### config.mk
export PLATFORM = sky130hd
export DESIGN_NAME = eth_arp_ipv4_icmp_udp_header_parser_top
export DESIGN_NICKNAME = d
export VERILOG_FILES = /design/src/rtl/core/ehp_pkg.sv /design/src/rtl/core/eth_arp_ipv4_icmp_udp_header_parser_top.sv /design/src/rtl/core/ehp_front.sv /design/src/rtl/core/ehp_queue.sv /design/src/rtl/core/ehp_back.sv
export SDC_FILE = /design/constraint.sdc
export NUM_CORES = 2
export LEC_CHECK = 0
export BUFFER_PORTS_ARGS = -buffer_cell sky130_fd_sc_hd__buf_2
export CORE_ASPECT_RATIO = 0.8
export CORE_MARGIN = 2
export CORE_UTILIZATION = 45
export CTS_BUF_LIST = sky130_fd_sc_hd__clkbuf_2
export DETAILED_ROUTE_END_ITERATION = 8
export SLEW_MARGIN = 10
export SYNTH_ARGS = -nofsm -noshare
export SYNTH_HDL_FRONTEND = slang
export SYNTH_SLANG_ARGS = --single-unit
export TNS_END_PERCENT = 10
### constraint.sdc
create_clock -name clock -period 47.8 [get_ports clock]
set_input_delay 14.34 -clock clock [delete_from_list [all_inputs] [get_ports clock]]
set_output_delay 14.34 -clock clock [all_outputs]
set_load 0.05 [all_outputs]
### src/rtl/core/ehp_pkg.sv
// shared types and constants of the frame header parser
`default_nettype none
package ehp_pkg;

   // header kinds on the result channel
   localparam logic [2:0] KIND_NONE = 3'd0;
   localparam logic [2:0] KIND_ETH  = 3'd1;
   localparam logic [2:0] KIND_ARP  = 3'd2;
   localparam logic [2:0] KIND_IP   = 3'd3;
   localparam logic [2:0] KIND_ICMP = 3'd4;
   localparam logic [2:0] KIND_UDP  = 3'd5;

   // ethernet field codes
   localparam logic [3:0] F_ETH_DST   = 4'd0;
   localparam logic [3:0] F_ETH_SRC   = 4'd1;
   localparam logic [3:0] F_ETH_ETYPE = 4'd2;

   // arp field codes
   localparam logic [3:0] F_ARP_HTYPE = 4'd0;
   localparam logic [3:0] F_ARP_PTYPE = 4'd1;
   localparam logic [3:0] F_ARP_HLEN  = 4'd2;
   localparam logic [3:0] F_ARP_PLEN  = 4'd3;
   localparam logic [3:0] F_ARP_OPER  = 4'd4;
   localparam logic [3:0] F_ARP_SHA   = 4'd5;

   // ipv4 field codes
   localparam logic [3:0] F_IP_VER    = 4'd0;
   localparam logic [3:0] F_IP_HLEN   = 4'd1;
   localparam logic [3:0] F_IP_DSCP   = 4'd2;
   localparam logic [3:0] F_IP_ECN    = 4'd3;
   localparam logic [3:0] F_IP_TOS    = 4'd4;
   localparam logic [3:0] F_IP_TLEN   = 4'd5;
   localparam logic [3:0] F_IP_ID     = 4'd6;
   localparam logic [3:0] F_IP_FRAG   = 4'd7;
   localparam logic [3:0] F_IP_FLAGS  = 4'd8;
   localparam logic [3:0] F_IP_TTL    = 4'd9;
   localparam logic [3:0] F_IP_PROTO  = 4'd10;
   localparam logic [3:0] F_IP_CSUM   = 4'd11;
   localparam logic [3:0] F_IP_SRC    = 4'd12;
   localparam logic [3:0] F_IP_DST    = 4'd13;

   // icmp field codes
   localparam logic [3:0] F_ICMP_TYPE    = 4'd0;
   localparam logic [3:0] F_ICMP_CODE    = 4'd1;
   localparam logic [3:0] F_ICMP_CSUM    = 4'd2;
   localparam logic [3:0] F_ICMP_POINTER = 4'd3;
   localparam logic [3:0] F_ICMP_GATEWAY = 4'd4;
   localparam logic [3:0] F_ICMP_ID      = 4'd5;
   localparam logic [3:0] F_ICMP_SEQ     = 4'd6;
   localparam logic [3:0] F_ICMP_UNUSED  = 4'd7;

   // udp field codes
   localparam logic [3:0] F_UDP_SPORT = 4'd0;
   localparam logic [3:0] F_UDP_DPORT = 4'd1;
   localparam logic [3:0] F_UDP_LEN   = 4'd2;
   localparam logic [3:0] F_UDP_CSUM  = 4'd3;

   // header sizes in bytes
   localparam logic [7:0] ETH_BYTES  = 8'd14;
   localparam logic [7:0] ARP_BYTES  = 8'd8;
   localparam logic [7:0] IP_BYTES   = 8'd20;
   localparam logic [7:0] L4_BYTES   = 8'd8;
   localparam logic [7:0] QUOTE_END  = 8'd36;

   localparam logic [15:0] ETYPE_MIN  = 16'h0600;
   localparam logic [15:0] ETYPE_ARP  = 16'h0806;
   localparam logic [15:0] ETYPE_IPV4 = 16'h0800;
   localparam logic [7:0]  PROTO_ICMP = 8'd1;
   localparam logic [7:0]  PROTO_IPIP = 8'd4;
   localparam logic [7:0]  PROTO_UDP  = 8'd17;
   localparam logic [3:0]  IP_VERSION = 4'd4;
   localparam logic [5:0]  IP_MIN_HL  = 6'd20;
   localparam logic [15:0] FRAG_MASK  = 16'h1FFF;

   // icmp types
   localparam logic [7:0] ICMP_ECHO_REPLY = 8'd0;
   localparam logic [7:0] ICMP_UNREACH    = 8'd3;
   localparam logic [7:0] ICMP_QUENCH     = 8'd4;
   localparam logic [7:0] ICMP_REDIRECT   = 8'd5;
   localparam logic [7:0] ICMP_ECHO_REQ   = 8'd8;
   localparam logic [7:0] ICMP_TIME_EXC   = 8'd11;
   localparam logic [7:0] ICMP_PARAM      = 8'd12;

   localparam int QUEUE_DEPTH = 2;

   typedef enum logic [2:0] {
      LYR_ETH, LYR_ARP_FIX, LYR_ARP_ADDR, LYR_IP, LYR_IP_OPT, LYR_ICMP, LYR_UDP, LYR_DONE
   } layer_type;

   typedef enum logic [3:0] {
      JOB_NONE, JOB_ETH, JOB_ARP_FIX, JOB_ARP_BOTH, JOB_ARP_ADDR,
      JOB_IP, JOB_ICMP, JOB_QUOTE, JOB_UDP
   } job_kind_type;

   // one decoded header handed from the byte walker to the field emitter
   typedef struct packed {
      job_kind_type kind;
      logic [3:0]   level;
      logic         has_term;
      logic [3:0]   term_level;
      logic [15:0]  arp_len;
   } job_ctrl_type;

endpackage
`default_nettype wire

### src/rtl/core/eth_arp_ipv4_icmp_udp_header_parser_top.sv
// top level of the ethernet / arp / ipv4 / icmp / udp header parser
// usage
//   req channel: one frame byte per word in network order, req_frame_end on
//   the last byte. rsp channel: one decoded header field per word, then one
//   terminating word (kind none, last_of_frame set) per frame.
//   both channels use valid/stall; a word moves when valid is high and stall low.
// throughput
//   one byte accepted per cycle while req_stall is low. a byte that completes a
//   header goes into the header queue; the emitter's output register then shows
//   its field words on rsp, one per cycle while rsp is not stalled (up to 15
//   words for one byte: 14 ipv4 fields plus the terminator).
//   the emitter's one-word-per-cycle output register sets the field rate; a
//   two-entry header queue decouples it from the byte walker, so req_stall
//   rises only while both queue entries hold headers still being emitted.
// stall
//   a stalled rsp word holds; the emitter keeps its place and the walker keeps
//   taking bytes until the queue fills.
// reset
//   synchronous, active high; the walker waits for an ethernet header, the
//   queue empties and rsp_valid drops. capture bytes hold no reset value.
`default_nettype none
module eth_arp_ipv4_icmp_udp_header_parser_top
   import ehp_pkg::*;
#(
   parameter int MAX_NEST       = 4,
   parameter int ADDR_BYTES_MAX = 8,
   parameter int CAPTURE_DEPTH  = 36
) (
   input  logic        clock,
   input  logic        reset,
   input  logic        req_valid,
   output logic        req_stall,
   input  logic [7:0]  req_frame_byte,
   input  logic        req_frame_end,
   output logic        rsp_valid,
   input  logic        rsp_stall,
   output logic [2:0]  rsp_header_kind,
   output logic [2:0]  rsp_nest_level,
   output logic [3:0]  rsp_field_code,
   output logic [63:0] rsp_field_value,
   output logic        rsp_too_long_flag,
   output logic        rsp_last_of_frame
);

   localparam int SNAP_W = CAPTURE_DEPTH * 8;
   localparam int QW     = $bits(job_ctrl_type) + SNAP_W;

   // walker to queue
   logic              q_push, q_full;
   job_ctrl_type      push_ctrl;
   logic [SNAP_W-1:0] push_snap;

   // queue to emitter
   logic              q_pop, head_valid;
   logic [QW-1:0]     head_data;
   job_ctrl_type      head_ctrl;
   logic [SNAP_W-1:0] head_snap;

   ehp_front #(
      .MAX_NEST       (MAX_NEST),
      .ADDR_BYTES_MAX (ADDR_BYTES_MAX),
      .CAPTURE_DEPTH  (CAPTURE_DEPTH)
   ) u_front (
      .clock          (clock),
      .reset          (reset),
      .req_valid      (req_valid),
      .req_stall      (req_stall),
      .req_frame_byte (req_frame_byte),
      .req_frame_end  (req_frame_end),
      .q_full         (q_full),
      .q_push         (q_push),
      .q_ctrl         (push_ctrl),
      .q_snap         (push_snap)
   );

   // header queue carries control plus the byte snapshot of the header
   ehp_queue #(
      .WIDTH (QW)
   ) u_queue (
      .clock      (clock),
      .reset      (reset),
      .push       (q_push),
      .push_data  ({push_ctrl, push_snap}),
      .full       (q_full),
      .pop        (q_pop),
      .head_valid (head_valid),
      .head_data  (head_data)
   );

   assign head_ctrl = head_data[QW-1 -: $bits(job_ctrl_type)];
   assign head_snap = head_data[SNAP_W-1:0];

   ehp_back #(
      .ADDR_BYTES_MAX (ADDR_BYTES_MAX),
      .CAPTURE_DEPTH  (CAPTURE_DEPTH)
   ) u_back (
      .clock             (clock),
      .reset             (reset),
      .job_valid         (head_valid),
      .job_ctrl          (head_ctrl),
      .job_snap          (head_snap),
      .job_pop           (q_pop),
      .rsp_valid         (rsp_valid),
      .rsp_stall         (rsp_stall),
      .rsp_header_kind   (rsp_header_kind),
      .rsp_nest_level    (rsp_nest_level),
      .rsp_field_code    (rsp_field_code),
      .rsp_field_value   (rsp_field_value),
      .rsp_too_long_flag (rsp_too_long_flag),
      .rsp_last_of_frame (rsp_last_of_frame)
   );

   // the walker never pushes into a full queue
   assert property (@(posedge clock) disable iff (reset) q_push |-> !q_full)
      else $error("header queue overflow");

   // the queue is popped only while it holds a header
   assert property (@(posedge clock) disable iff (reset) q_pop |-> head_valid)
      else $error("header queue underflow");

   // kind none appears only as the frame terminator
   assert property (@(posedge clock) disable iff (reset)
      rsp_valid |-> ((rsp_header_kind == KIND_NONE) == rsp_last_of_frame))
      else $error("terminator word mismatch");

   // long address flag only on arp words
   assert property (@(posedge clock) disable iff (reset)
      rsp_valid && rsp_too_long_flag |-> rsp_header_kind == KIND_ARP)
      else $error("too long flag on non arp word");

endmodule
`default_nettype wire

### src/rtl/core/ehp_front.sv
// byte walker: tracks the header chain and hands finished headers to the queue
`default_nettype none
module ehp_front
   import ehp_pkg::*;
#(
   parameter int MAX_NEST       = 4,
   parameter int ADDR_BYTES_MAX = 8,
   parameter int CAPTURE_DEPTH  = 36
) (
   input  logic                       clock,
   input  logic                       reset,
   input  logic                       req_valid,
   output logic                       req_stall,
   input  logic [7:0]                 req_frame_byte,
   input  logic                       req_frame_end,
   input  logic                       q_full,
   output logic                       q_push,
   output job_ctrl_type               q_ctrl,
   output logic [CAPTURE_DEPTH*8-1:0] q_snap
);

   localparam int CW = $clog2(CAPTURE_DEPTH);

   layer_type   state_ff, state_in, after_ff, after_in;
   logic [7:0]  bih_ff, bih_in, bih_inc;
   logic [3:0]  chain_ff, chain_in, chain_step;
   logic [5:0]  skip_ff, skip_in;
   logic [15:0] arp_len_ff, arp_len_in;
   logic [1:0]  sec_ff, sec_in, sec_nxt;
   logic        sec_found;
   logic [7:0]  cap_ff [CAPTURE_DEPTH];
   logic [7:0]  cap_nx [CAPTURE_DEPTH];
   logic        take, wr_en, chain_inc;
   logic [8:0]  wr_pos;
   logic [7:0]  cur_len;
   logic [15:0] etype;
   logic [5:0]  hdr_len;
   layer_type   ip_next;
   job_kind_type kind;
   logic [3:0]  job_level;

   assign req_stall = q_full;
   assign take      = req_valid && !q_full;
   assign bih_inc   = bih_ff + 8'd1;
   assign cur_len   = sec_ff[0] ? arp_len_ff[7:0] : arp_len_ff[15:8];

   // capture write, current byte folded in so decisions see it
   always_comb begin
      wr_en  = 1'b0;
      wr_pos = 9'(bih_ff);
      case (state_ff)
         LYR_ETH, LYR_ARP_FIX, LYR_IP, LYR_ICMP, LYR_UDP: wr_en = 1'b1;
         LYR_ARP_ADDR: begin
            wr_en  = (bih_ff < 8'(ADDR_BYTES_MAX));
            wr_pos = 9'(sec_ff) * 9'(ADDR_BYTES_MAX) + 9'(bih_ff);
         end
         default: wr_en = 1'b0;
      endcase
      for (int k = 0; k < CAPTURE_DEPTH; k++) begin
         cap_nx[k] = (wr_en && wr_pos == 9'(k)) ? req_frame_byte : cap_ff[k];
         q_snap[k*8 +: 8] = cap_nx[k];
      end
   end

   assign etype   = {cap_nx[12], cap_nx[13]};
   assign hdr_len = {cap_nx[0][3:0], 2'b00};

   // next nonzero arp address section after the current one
   always_comb begin
      sec_nxt   = 2'd0;
      sec_found = 1'b0;
      for (int s = 3; s >= 1; s--) begin
         if (2'(s) > sec_ff &&
             ((s % 2 == 1) ? arp_len_ff[7:0] : arp_len_ff[15:8]) != 8'd0) begin
            sec_nxt   = 2'(s);
            sec_found = 1'b1;
         end
      end
   end

   always_comb begin
      if (cap_nx[9] == PROTO_ICMP) begin
         ip_next = LYR_ICMP;
      end else if (cap_nx[9] == PROTO_UDP) begin
         ip_next = LYR_UDP;
      end else if (cap_nx[9] == PROTO_IPIP && 32'(chain_ff) < MAX_NEST) begin
         ip_next = LYR_IP;
      end else begin
         ip_next = LYR_DONE;
      end
   end

   // output side: which header completes on this byte
   always_comb begin
      kind      = JOB_NONE;
      job_level = chain_ff;
      case (state_ff)
         LYR_ETH:
            if (bih_inc == ETH_BYTES && etype >= ETYPE_MIN) kind = JOB_ETH;
         LYR_ARP_FIX:
            if (bih_inc == ARP_BYTES) begin
               kind = (cap_nx[4] == 8'd0 && cap_nx[5] == 8'd0) ? JOB_ARP_BOTH : JOB_ARP_FIX;
            end
         LYR_ARP_ADDR:
            if (bih_inc >= cur_len && !sec_found) begin
               kind      = JOB_ARP_ADDR;
               job_level = chain_ff - 4'd1;
            end
         LYR_IP:
            if (bih_inc == IP_BYTES && cap_nx[0][7:4] == IP_VERSION) kind = JOB_IP;
         LYR_ICMP:
            if (bih_inc == L4_BYTES) begin
               kind = JOB_ICMP;
            end else if (bih_inc == QUOTE_END) begin
               kind = JOB_QUOTE;
            end
         LYR_UDP:
            if (bih_inc == L4_BYTES) kind = JOB_UDP;
         default: kind = JOB_NONE;
      endcase
   end

   assign chain_inc  = (kind == JOB_ETH || kind == JOB_ARP_FIX || kind == JOB_ARP_BOTH ||
                        kind == JOB_IP || kind == JOB_ICMP || kind == JOB_UDP);
   assign chain_step = chain_ff + {3'd0, chain_inc};

   assign q_push              = take && (kind != JOB_NONE || req_frame_end);
   assign q_ctrl.kind         = kind;
   assign q_ctrl.level        = job_level;
   assign q_ctrl.has_term     = req_frame_end;
   assign q_ctrl.term_level   = chain_step;
   assign q_ctrl.arp_len      = (state_ff == LYR_ARP_FIX) ? {cap_nx[4], cap_nx[5]} : arp_len_ff;

   // next state
   always_comb begin
      state_in   = state_ff;
      after_in   = after_ff;
      bih_in     = bih_ff;
      chain_in   = chain_step;
      skip_in    = skip_ff;
      arp_len_in = arp_len_ff;
      sec_in     = sec_ff;
      case (state_ff)
         LYR_ETH: begin
            bih_in = bih_inc;
            if (bih_inc == ETH_BYTES) begin
               bih_in = 8'd0;
               if (etype == ETYPE_ARP && etype >= ETYPE_MIN) begin
                  state_in = LYR_ARP_FIX;
               end else if (etype == ETYPE_IPV4) begin
                  state_in = LYR_IP;
               end else begin
                  state_in = LYR_DONE;
               end
            end
         end
         LYR_ARP_FIX: begin
            bih_in = bih_inc;
            if (bih_inc == ARP_BYTES) begin
               bih_in     = 8'd0;
               arp_len_in = {cap_nx[4], cap_nx[5]};
               sec_in     = (cap_nx[4] != 8'd0) ? 2'd0 : 2'd1;
               state_in   = (cap_nx[4] == 8'd0 && cap_nx[5] == 8'd0) ? LYR_DONE : LYR_ARP_ADDR;
            end
         end
         LYR_ARP_ADDR: begin
            bih_in = bih_inc;
            if (bih_inc >= cur_len) begin
               bih_in = 8'd0;
               if (sec_found) begin
                  sec_in = sec_nxt;
               end else begin
                  state_in = LYR_DONE;
               end
            end
         end
         LYR_IP: begin
            bih_in = bih_inc;
            if (bih_inc == IP_BYTES) begin
               bih_in = 8'd0;
               if (cap_nx[0][7:4] != IP_VERSION || ip_next == LYR_DONE) begin
                  state_in = LYR_DONE;
               end else begin
                  skip_in  = (hdr_len > IP_MIN_HL) ? hdr_len - IP_MIN_HL : 6'd0;
                  after_in = ip_next;
                  state_in = (hdr_len > IP_MIN_HL) ? LYR_IP_OPT : ip_next;
               end
            end
         end
         LYR_IP_OPT: begin
            if (skip_ff != 6'd0) skip_in = skip_ff - 6'd1;
            if (skip_ff <= 6'd1) state_in = after_ff;
         end
         LYR_ICMP: begin
            bih_in = bih_inc;
            if (bih_inc == L4_BYTES) begin
               if (!(cap_nx[0] == ICMP_UNREACH || cap_nx[0] == ICMP_QUENCH ||
                     cap_nx[0] == ICMP_REDIRECT || cap_nx[0] == ICMP_TIME_EXC ||
                     cap_nx[0] == ICMP_PARAM)) begin
                  state_in = LYR_DONE;
               end
            end else if (bih_inc == QUOTE_END) begin
               state_in = LYR_DONE;
            end
         end
         LYR_UDP: begin
            bih_in = bih_inc;
            if (bih_inc == L4_BYTES) state_in = LYR_DONE;
         end
         default: state_in = LYR_DONE;
      endcase
      if (req_frame_end) begin
         state_in   = LYR_ETH;
         after_in   = LYR_ETH;
         bih_in     = 8'd0;
         chain_in   = 4'd0;
         skip_in    = 6'd0;
         arp_len_in = 16'd0;
         sec_in     = 2'd0;
      end
   end

   always_ff @(posedge clock) begin
      if (reset) begin
         state_ff   <= LYR_ETH;
         after_ff   <= LYR_ETH;
         bih_ff     <= 8'd0;
         chain_ff   <= 4'd0;
         skip_ff    <= 6'd0;
         arp_len_ff <= 16'd0;
         sec_ff     <= 2'd0;
      end else if (take) begin
         state_ff   <= state_in;
         after_ff   <= after_in;
         bih_ff     <= bih_in;
         chain_ff   <= chain_in;
         skip_ff    <= skip_in;
         arp_len_ff <= arp_len_in;
         sec_ff     <= sec_in;
      end
   end

   // at most one capture byte written per accepted word
   always_ff @(posedge clock) begin
      if (take && wr_en && wr_pos < 9'(CAPTURE_DEPTH)) begin
         cap_ff[wr_pos[CW-1:0]] <= req_frame_byte;
      end
   end

endmodule
`default_nettype wire

### src/rtl/core/ehp_queue.sv
// short header queue between the byte walker and the field emitter
`default_nettype none
module ehp_queue
   import ehp_pkg::*;
#(
   parameter int WIDTH = 64
) (
   input  logic             clock,
   input  logic             reset,
   input  logic             push,
   input  logic [WIDTH-1:0] push_data,
   output logic             full,
   input  logic             pop,
   output logic             head_valid,
   output logic [WIDTH-1:0] head_data
);

   localparam int PW = (QUEUE_DEPTH > 1) ? $clog2(QUEUE_DEPTH) : 1;

   logic [WIDTH-1:0] mem_ff [QUEUE_DEPTH];
   logic [PW-1:0]    wr_ff, rd_ff;
   logic [PW:0]      cnt_ff;

   assign full       = (cnt_ff == (PW+1)'(QUEUE_DEPTH));
   assign head_valid = (cnt_ff != '0);
   assign head_data  = mem_ff[rd_ff];

   always_ff @(posedge clock) begin
      if (reset) begin
         wr_ff  <= '0;
         rd_ff  <= '0;
         cnt_ff <= '0;
      end else begin
         if (push) wr_ff <= (wr_ff == PW'(QUEUE_DEPTH - 1)) ? '0 : wr_ff + 1'b1;
         if (pop)  rd_ff <= (rd_ff == PW'(QUEUE_DEPTH - 1)) ? '0 : rd_ff + 1'b1;
         cnt_ff <= cnt_ff + (PW+1)'(push) - (PW+1)'(pop);
      end
   end

   always_ff @(posedge clock) begin
      if (push) mem_ff[wr_ff] <= push_data;
   end

endmodule
`default_nettype wire

### src/rtl/core/ehp_back.sv
// field emitter: walks one queued header and sends one field word per cycle while rsp is not stalled
`default_nettype none
module ehp_back
   import ehp_pkg::*;
#(
   parameter int ADDR_BYTES_MAX = 8,
   parameter int CAPTURE_DEPTH  = 36
) (
   input  logic                       clock,
   input  logic                       reset,
   input  logic                       job_valid,
   input  job_ctrl_type               job_ctrl,
   input  logic [CAPTURE_DEPTH*8-1:0] job_snap,
   output logic                       job_pop,
   output logic                       rsp_valid,
   input  logic                       rsp_stall,
   output logic [2:0]                 rsp_header_kind,
   output logic [2:0]                 rsp_nest_level,
   output logic [3:0]                 rsp_field_code,
   output logic [63:0]                rsp_field_value,
   output logic                       rsp_too_long_flag,
   output logic                       rsp_last_of_frame
);

   logic [7:0]  sb [CAPTURE_DEPTH];
   logic [7:0]  ib [20];
   logic [3:0]  slot_ff, slot_in, hdr_n, total, code;
   logic        fire, last_slot, in_term;
   logic [7:0]  icmp_type;
   logic [2:0]  kind_out;
   logic [3:0]  lvl;
   logic [63:0] value;
   logic        flag;
   logic [1:0]  sec;
   logic [7:0]  sec_len, keep;
   logic [63:0] raw;
   logic [6:0]  shamt;
   logic [15:0] frag;
   logic        valid_ff;
   logic [2:0]  kind_ff, lvl_ff;
   logic [3:0]  code_ff;
   logic [63:0] value_ff;
   logic        flag_ff, last_ff;

   always_comb begin
      for (int k = 0; k < CAPTURE_DEPTH; k++) sb[k] = job_snap[k*8 +: 8];
      for (int k = 0; k < 20; k++) ib[k] = (job_ctrl.kind == JOB_QUOTE) ? sb[k+8] : sb[k];
   end

   assign icmp_type = sb[0];
   assign frag      = {ib[6], ib[7]};

   always_comb begin
      case (job_ctrl.kind)
         JOB_ETH:      hdr_n = 4'd3;
         JOB_ARP_FIX:  hdr_n = 4'd5;
         JOB_ARP_BOTH: hdr_n = 4'd9;
         JOB_ARP_ADDR: hdr_n = 4'd4;
         JOB_IP:       hdr_n = 4'd14;
         JOB_QUOTE:    hdr_n = 4'd14;
         JOB_ICMP:     hdr_n = (icmp_type == ICMP_ECHO_REPLY ||
                                icmp_type == ICMP_ECHO_REQ) ? 4'd5 : 4'd4;
         JOB_UDP:      hdr_n = 4'd4;
         default:      hdr_n = 4'd0;
      endcase
   end

   assign total     = hdr_n + {3'd0, job_ctrl.has_term};
   assign last_slot = (slot_ff == total - 4'd1);
   assign in_term   = (slot_ff >= hdr_n);
   assign fire      = job_valid && (!valid_ff || !rsp_stall);
   assign job_pop   = fire && last_slot;
   assign slot_in   = last_slot ? 4'd0 : slot_ff + 4'd1;

   // field code of this slot
   always_comb begin
      code = slot_ff;
      case (job_ctrl.kind)
         JOB_ARP_ADDR: code = slot_ff + F_ARP_SHA;
         JOB_ICMP:
            if (slot_ff == F_ICMP_POINTER) begin
               if (icmp_type == ICMP_PARAM) begin
                  code = F_ICMP_POINTER;
               end else if (icmp_type == ICMP_REDIRECT) begin
                  code = F_ICMP_GATEWAY;
               end else if (icmp_type == ICMP_ECHO_REPLY || icmp_type == ICMP_ECHO_REQ) begin
                  code = F_ICMP_ID;
               end else begin
                  code = F_ICMP_UNUSED;
               end
            end else if (slot_ff == F_ICMP_GATEWAY) begin
               code = F_ICMP_SEQ;
            end
         default: code = slot_ff;
      endcase
   end

   // arp address: first keep bytes of the section as a big-endian number
   assign sec     = 2'(code - F_ARP_SHA);
   assign sec_len = sec[0] ? job_ctrl.arp_len[7:0] : job_ctrl.arp_len[15:8];
   assign keep    = (sec_len > 8'(ADDR_BYTES_MAX)) ? 8'(ADDR_BYTES_MAX) : sec_len;
   assign shamt   = (7'(ADDR_BYTES_MAX) - 7'(keep)) << 3;

   always_comb begin
      raw = 64'd0;
      for (int s = 0; s < 4; s++) begin
         if (sec == 2'(s)) begin
            for (int j = 0; j < ADDR_BYTES_MAX; j++) begin
               raw = {raw[55:0], sb[s*ADDR_BYTES_MAX + j]};
            end
         end
      end
   end

   always_comb begin
      value = 64'd0;
      flag  = 1'b0;
      case (job_ctrl.kind)
         JOB_ETH: begin
            kind_out = KIND_ETH;
            case (code)
               F_ETH_DST: value = {16'd0, sb[0], sb[1], sb[2], sb[3], sb[4], sb[5]};
               F_ETH_SRC: value = {16'd0, sb[6], sb[7], sb[8], sb[9], sb[10], sb[11]};
               default:   value = {48'd0, sb[12], sb[13]};
            endcase
         end
         JOB_ARP_FIX, JOB_ARP_BOTH, JOB_ARP_ADDR: begin
            kind_out = KIND_ARP;
            case (code)
               F_ARP_HTYPE: value = {48'd0, sb[0], sb[1]};
               F_ARP_PTYPE: value = {48'd0, sb[2], sb[3]};
               F_ARP_HLEN:  value = {56'd0, sb[4]};
               F_ARP_PLEN:  value = {56'd0, sb[5]};
               F_ARP_OPER:  value = {48'd0, sb[6], sb[7]};
               default: begin
                  value = raw >> shamt;
                  flag  = (sec_len > 8'(ADDR_BYTES_MAX));
               end
            endcase
         end
         JOB_IP, JOB_QUOTE: begin
            kind_out = KIND_IP;
            case (code)
               F_IP_VER:   value = {60'd0, ib[0][7:4]};
               F_IP_HLEN:  value = {58'd0, ib[0][3:0], 2'b00};
               F_IP_DSCP:  value = {58'd0, ib[1][7:2]};
               F_IP_ECN:   value = {62'd0, ib[1][1:0]};
               F_IP_TOS:   value = {56'd0, ib[1]};
               F_IP_TLEN:  value = {48'd0, ib[2], ib[3]};
               F_IP_ID:    value = {48'd0, ib[4], ib[5]};
               F_IP_FRAG:  value = {48'd0, frag & FRAG_MASK};
               F_IP_FLAGS: value = {61'd0, frag[15:13]};
               F_IP_TTL:   value = {56'd0, ib[8]};
               F_IP_PROTO: value = {56'd0, ib[9]};
               F_IP_CSUM:  value = {48'd0, ib[10], ib[11]};
               F_IP_SRC:   value = {32'd0, ib[12], ib[13], ib[14], ib[15]};
               default:    value = {32'd0, ib[16], ib[17], ib[18], ib[19]};
            endcase
         end
         JOB_ICMP: begin
            kind_out = KIND_ICMP;
            case (code)
               F_ICMP_TYPE:    value = {56'd0, sb[0]};
               F_ICMP_CODE:    value = {56'd0, sb[1]};
               F_ICMP_CSUM:    value = {48'd0, sb[2], sb[3]};
               F_ICMP_POINTER: value = {56'd0, sb[4]};
               F_ICMP_ID:      value = {48'd0, sb[4], sb[5]};
               F_ICMP_SEQ:     value = {48'd0, sb[6], sb[7]};
               default:        value = {32'd0, sb[4], sb[5], sb[6], sb[7]};
            endcase
         end
         JOB_UDP: begin
            kind_out = KIND_UDP;
            case (code)
               F_UDP_SPORT: value = {48'd0, sb[0], sb[1]};
               F_UDP_DPORT: value = {48'd0, sb[2], sb[3]};
               F_UDP_LEN:   value = {48'd0, sb[4], sb[5]};
               default:     value = {48'd0, sb[6], sb[7]};
            endcase
         end
         default: kind_out = KIND_NONE;
      endcase
      if (in_term) begin
         kind_out = KIND_NONE;
         value    = 64'd0;
         flag     = 1'b0;
      end
   end

   assign lvl = in_term ? job_ctrl.term_level : job_ctrl.level;

   always_ff @(posedge clock) begin
      if (reset) begin
         slot_ff  <= 4'd0;
         valid_ff <= 1'b0;
      end else begin
         if (fire) slot_ff <= slot_in;
         if (fire) begin
            valid_ff <= 1'b1;
         end else if (!rsp_stall) begin
            valid_ff <= 1'b0;
         end
      end
   end

   always_ff @(posedge clock) begin
      if (fire) begin
         kind_ff  <= kind_out;
         lvl_ff   <= (lvl > 4'd7) ? 3'd7 : lvl[2:0];
         code_ff  <= in_term ? 4'd0 : code;
         value_ff <= value;
         flag_ff  <= flag;
         last_ff  <= in_term;
      end
   end

   assign rsp_valid         = valid_ff;
   assign rsp_header_kind   = kind_ff;
   assign rsp_nest_level    = lvl_ff;
   assign rsp_field_code    = code_ff;
   assign rsp_field_value   = value_ff;
   assign rsp_too_long_flag = flag_ff;
   assign rsp_last_of_frame = last_ff;

endmodule
`default_nettype wire

==> results.cfg <==
[cts]
hold_buffers = 0
clockBufferDepth = 3
post_cts_buffers = 0
cts_tree = yes
clk_pin_slew_worst_paths_ns = 0.11
cts_max_level = 4
cts.sinks = 954
cts_buffers = 229
cts-root-buf = clkbuf_2
ctsResizeCount = 0
clk_latency_ns = 1.88

[routing]
ant_nets = 0
drc = 0
via_per_inst = 6.72
num_vias = 39700
drt_first_pass_iters = 9
drtIter0Drc = 7183
drt_wl_total_mm = 219
wl_per_cell_um = 37.0

[placement]
gp_congestion = 1.04
dp.cells = 5477
dp_hpwl_mm = 159
placed_area_um2 = 51800
port-buffer-count = 90

[floorplanning]
io_pins = 91
rows = 108
die_w_um = 375
dieArea_um2 = 113000
die_h_um = 301
start_util_pct = 45.6
core_area_um2 = 109000

[setup_path]
endpoint_kind = flip-flop
crit_arrival_ns = 20.40
path_max_fanout = 66
startpoint_type = primary input
criticalPathCategory = primary input to flip-flop
required_ns = 49.07

[power]
p_per_area_nw_per_um2 = 45.3
p_total_mw = 2.45
p_leak_nw = 18.3
vdd_ir_drop_max_v = 0.0000475

[finish]
area_growth_pct = 9.11
nets = 4326
layout_commonest_cell = edfxtp_1
final_cell_mix = edfxtp_1 (902), nand2_1 (398), mux2_2 (348), nor2_1 (340), clkbuf_2 (336)
drive_gt1_share_pct = 23.7
final_area_um2 = 54100
finalNonFillerCells = 5905

[sta]
finalHoldViolCount = 0
fin_crit_ns = 19.13
relSlewSlack_pct = 4.92
fin_skew_ns = 0.245
slew_violations = 0
tns_ns = 0
fmax_mhz = 52.3
finalCritPeriodShare_pct = 40.0
worst_slew_pin_slew_ns = 1.43
holdWs_ns = 0.441
rsz0062_at_grt = false
setup_viol = 0

[synthesis]
yosysTopAreaCellShare_pct = 54.6
synthMuxAreaShare_pct = 15.4
synthArstFlopShare_pct = 0
synth_xor_area_share_pct = 0.671
synth_flop_cell = edfxtp_1
avgSynthCellArea_um2 = 12.1
ys_seq_area_share_pct = 56.7
synth_edf_count = 902
synth_cells = 4099
synth_top_family_by_area = multiplexers
ys_top_cells_by_area = edfxtp_1 (55%), mux2_2 (7.9%), mux2i_1 (5.6%), nand2_1 (3.0%), nor2_1 (2.6%)
yosys.area_share.simple_pct = 10.1
yosysWarnings = 0
synth_top_area_cell = edfxtp_1
ys_ff_latch = 954
syn_area_um2 = 49600
synth.distinct_cells = 105
synth_compound_area_share_pct = 13.3
synth-adder-area-share_pct = 0.898
synth_fp_nets = 4147

[global_route]
top_usage_layer = met1
grt_use_met3_pct = 14.4
track_usage_pct = 38.1
met1_usage_pct = 56.7
grt_pass1_vias = 35800
grt_pass1_wl_mm = 295
met2_usage_pct = 49.2
antenna_found_initial = 14
grt_max_degree = 117
gr-total-overflow = 0

[min_path]
hold_class = flip-flop to flip-flop

[run]
max_cap_viol_count = 0

[run_status]
status = completed
==> worst max-delay path, cell delays in order <==
cell and delay [ns]:
buf_2 0.09, buf_4 0.30, or4_1 0.74, nor2_1 0.16, nand2_1 0.09, nor4_1 0.29
o21ai_0 0.12, nor4_1 0.30, o31ai_1 0.23, buf_4 0.22, nor2_4 0.22, buf_4 0.64
buf_4 0.73, buf_4 0.87, buf_4 0.75
==> sequential cells by signal, summed over array words and instances, names as in the netlist, 2 cells and up, named ones only <==
register and count:
u_front.bih_ff 8, u_front.after_ff 3, u_back.rsp_field_code 4, u_front.chain_ff 4, u_front.sec_ff 2, u_back.rsp_field_value 64
u_front.skip_ff 6, u_back.rsp_nest_level 3, u_back.slot_ff 4, u_front.arp_len_ff 16, u_queue.mem_ff 570, u_queue.cnt_ff 2
u_front.state_ff 3, u_front.cap_ff 256, u_back.rsp_header_kind 3
==> metal layers <==
layer	vias up	share of wire, %	wire [um]
li1	16400	-	-
met1	19800	43	93800
met2	2928	38	83700
met3	469	15	32100
met4	4	4.2	9190
met5	-	0.012	27
==> worst paths after layout <==
path	start	endpoint	slack, ns	cells past startpoint
setup / recovery	req_frame_byte[3]	u_queue.mem_ff[0][208]	28.67	15
hold / removal	u_front.cap_ff[9][1]	u_queue.mem_ff[1][73]	0.44	1
hold reg to reg	u_front.cap_ff[9][1]	u_queue.mem_ff[1][73]	0.44	1
setup reg to reg	u_front.sec_ff[0]	u_queue.mem_ff[0][208]	38.88	17
==> kinds of logic (layout without fill, tap and decap cells) <==
group,after synthesis,after routing
other cells,0,14
flops,954,954
xor+xnor,35,35
simple gates,1100,1100
mux,669,669
fa+ha+maj,35,35
compound gates,976,976
buf+inv,330,692
==> metrics by stage <==
step                      util, %  setup WS (ns)
after floorplan                 -          19.10
after global placement       47.5          27.09
after detailed placement     47.6          27.07
after CTS                    49.7          28.90
after global routing         49.7          28.46
final                        49.7          28.67
==> cell usage after synthesis, types with 25 or more instances <==
library cell,n
o21ai_0,168
inv_1,49
edfxtp_1,902
o22ai_1,79
a31oi_1,41
o211ai_1,57
a211oi_1,67
mux4_2,42
nor3_1,64
dfxtp_1,52
buf_2,97
clkbuf_1,134
mux2_2,348
nand2b_1,28
o31ai_1,25
a22oi_1,53
nand2_1,398
a221oi_1,29
ha_1,34
nor2_1,346
buf_4,27
nand3_1,79
mux2i_1,279
a21oi_1,219
nor4_1,26
==> final cells by class <==
cell class | count | area (um2)
clock buffer | 336 | 1680
antenna | 14 | 35.0
fill | 9910 | 54800
sequential | 954 | 28100
timing repair buffer | 226 | 1510
clock inverter | 78 | 623
tap | 1430 | 1790
multi-input combinational | 2815 | 20200
inverter | 52 | 195
==> power breakdown <==
part | internal (mW) | switching (mW)
Combinational | 0.216 | 0.666
Sequential | 0.960 | 0.0167
Clock | 0.244 | 0.349
No activity file was read; power rests on OpenSTA's default activity.
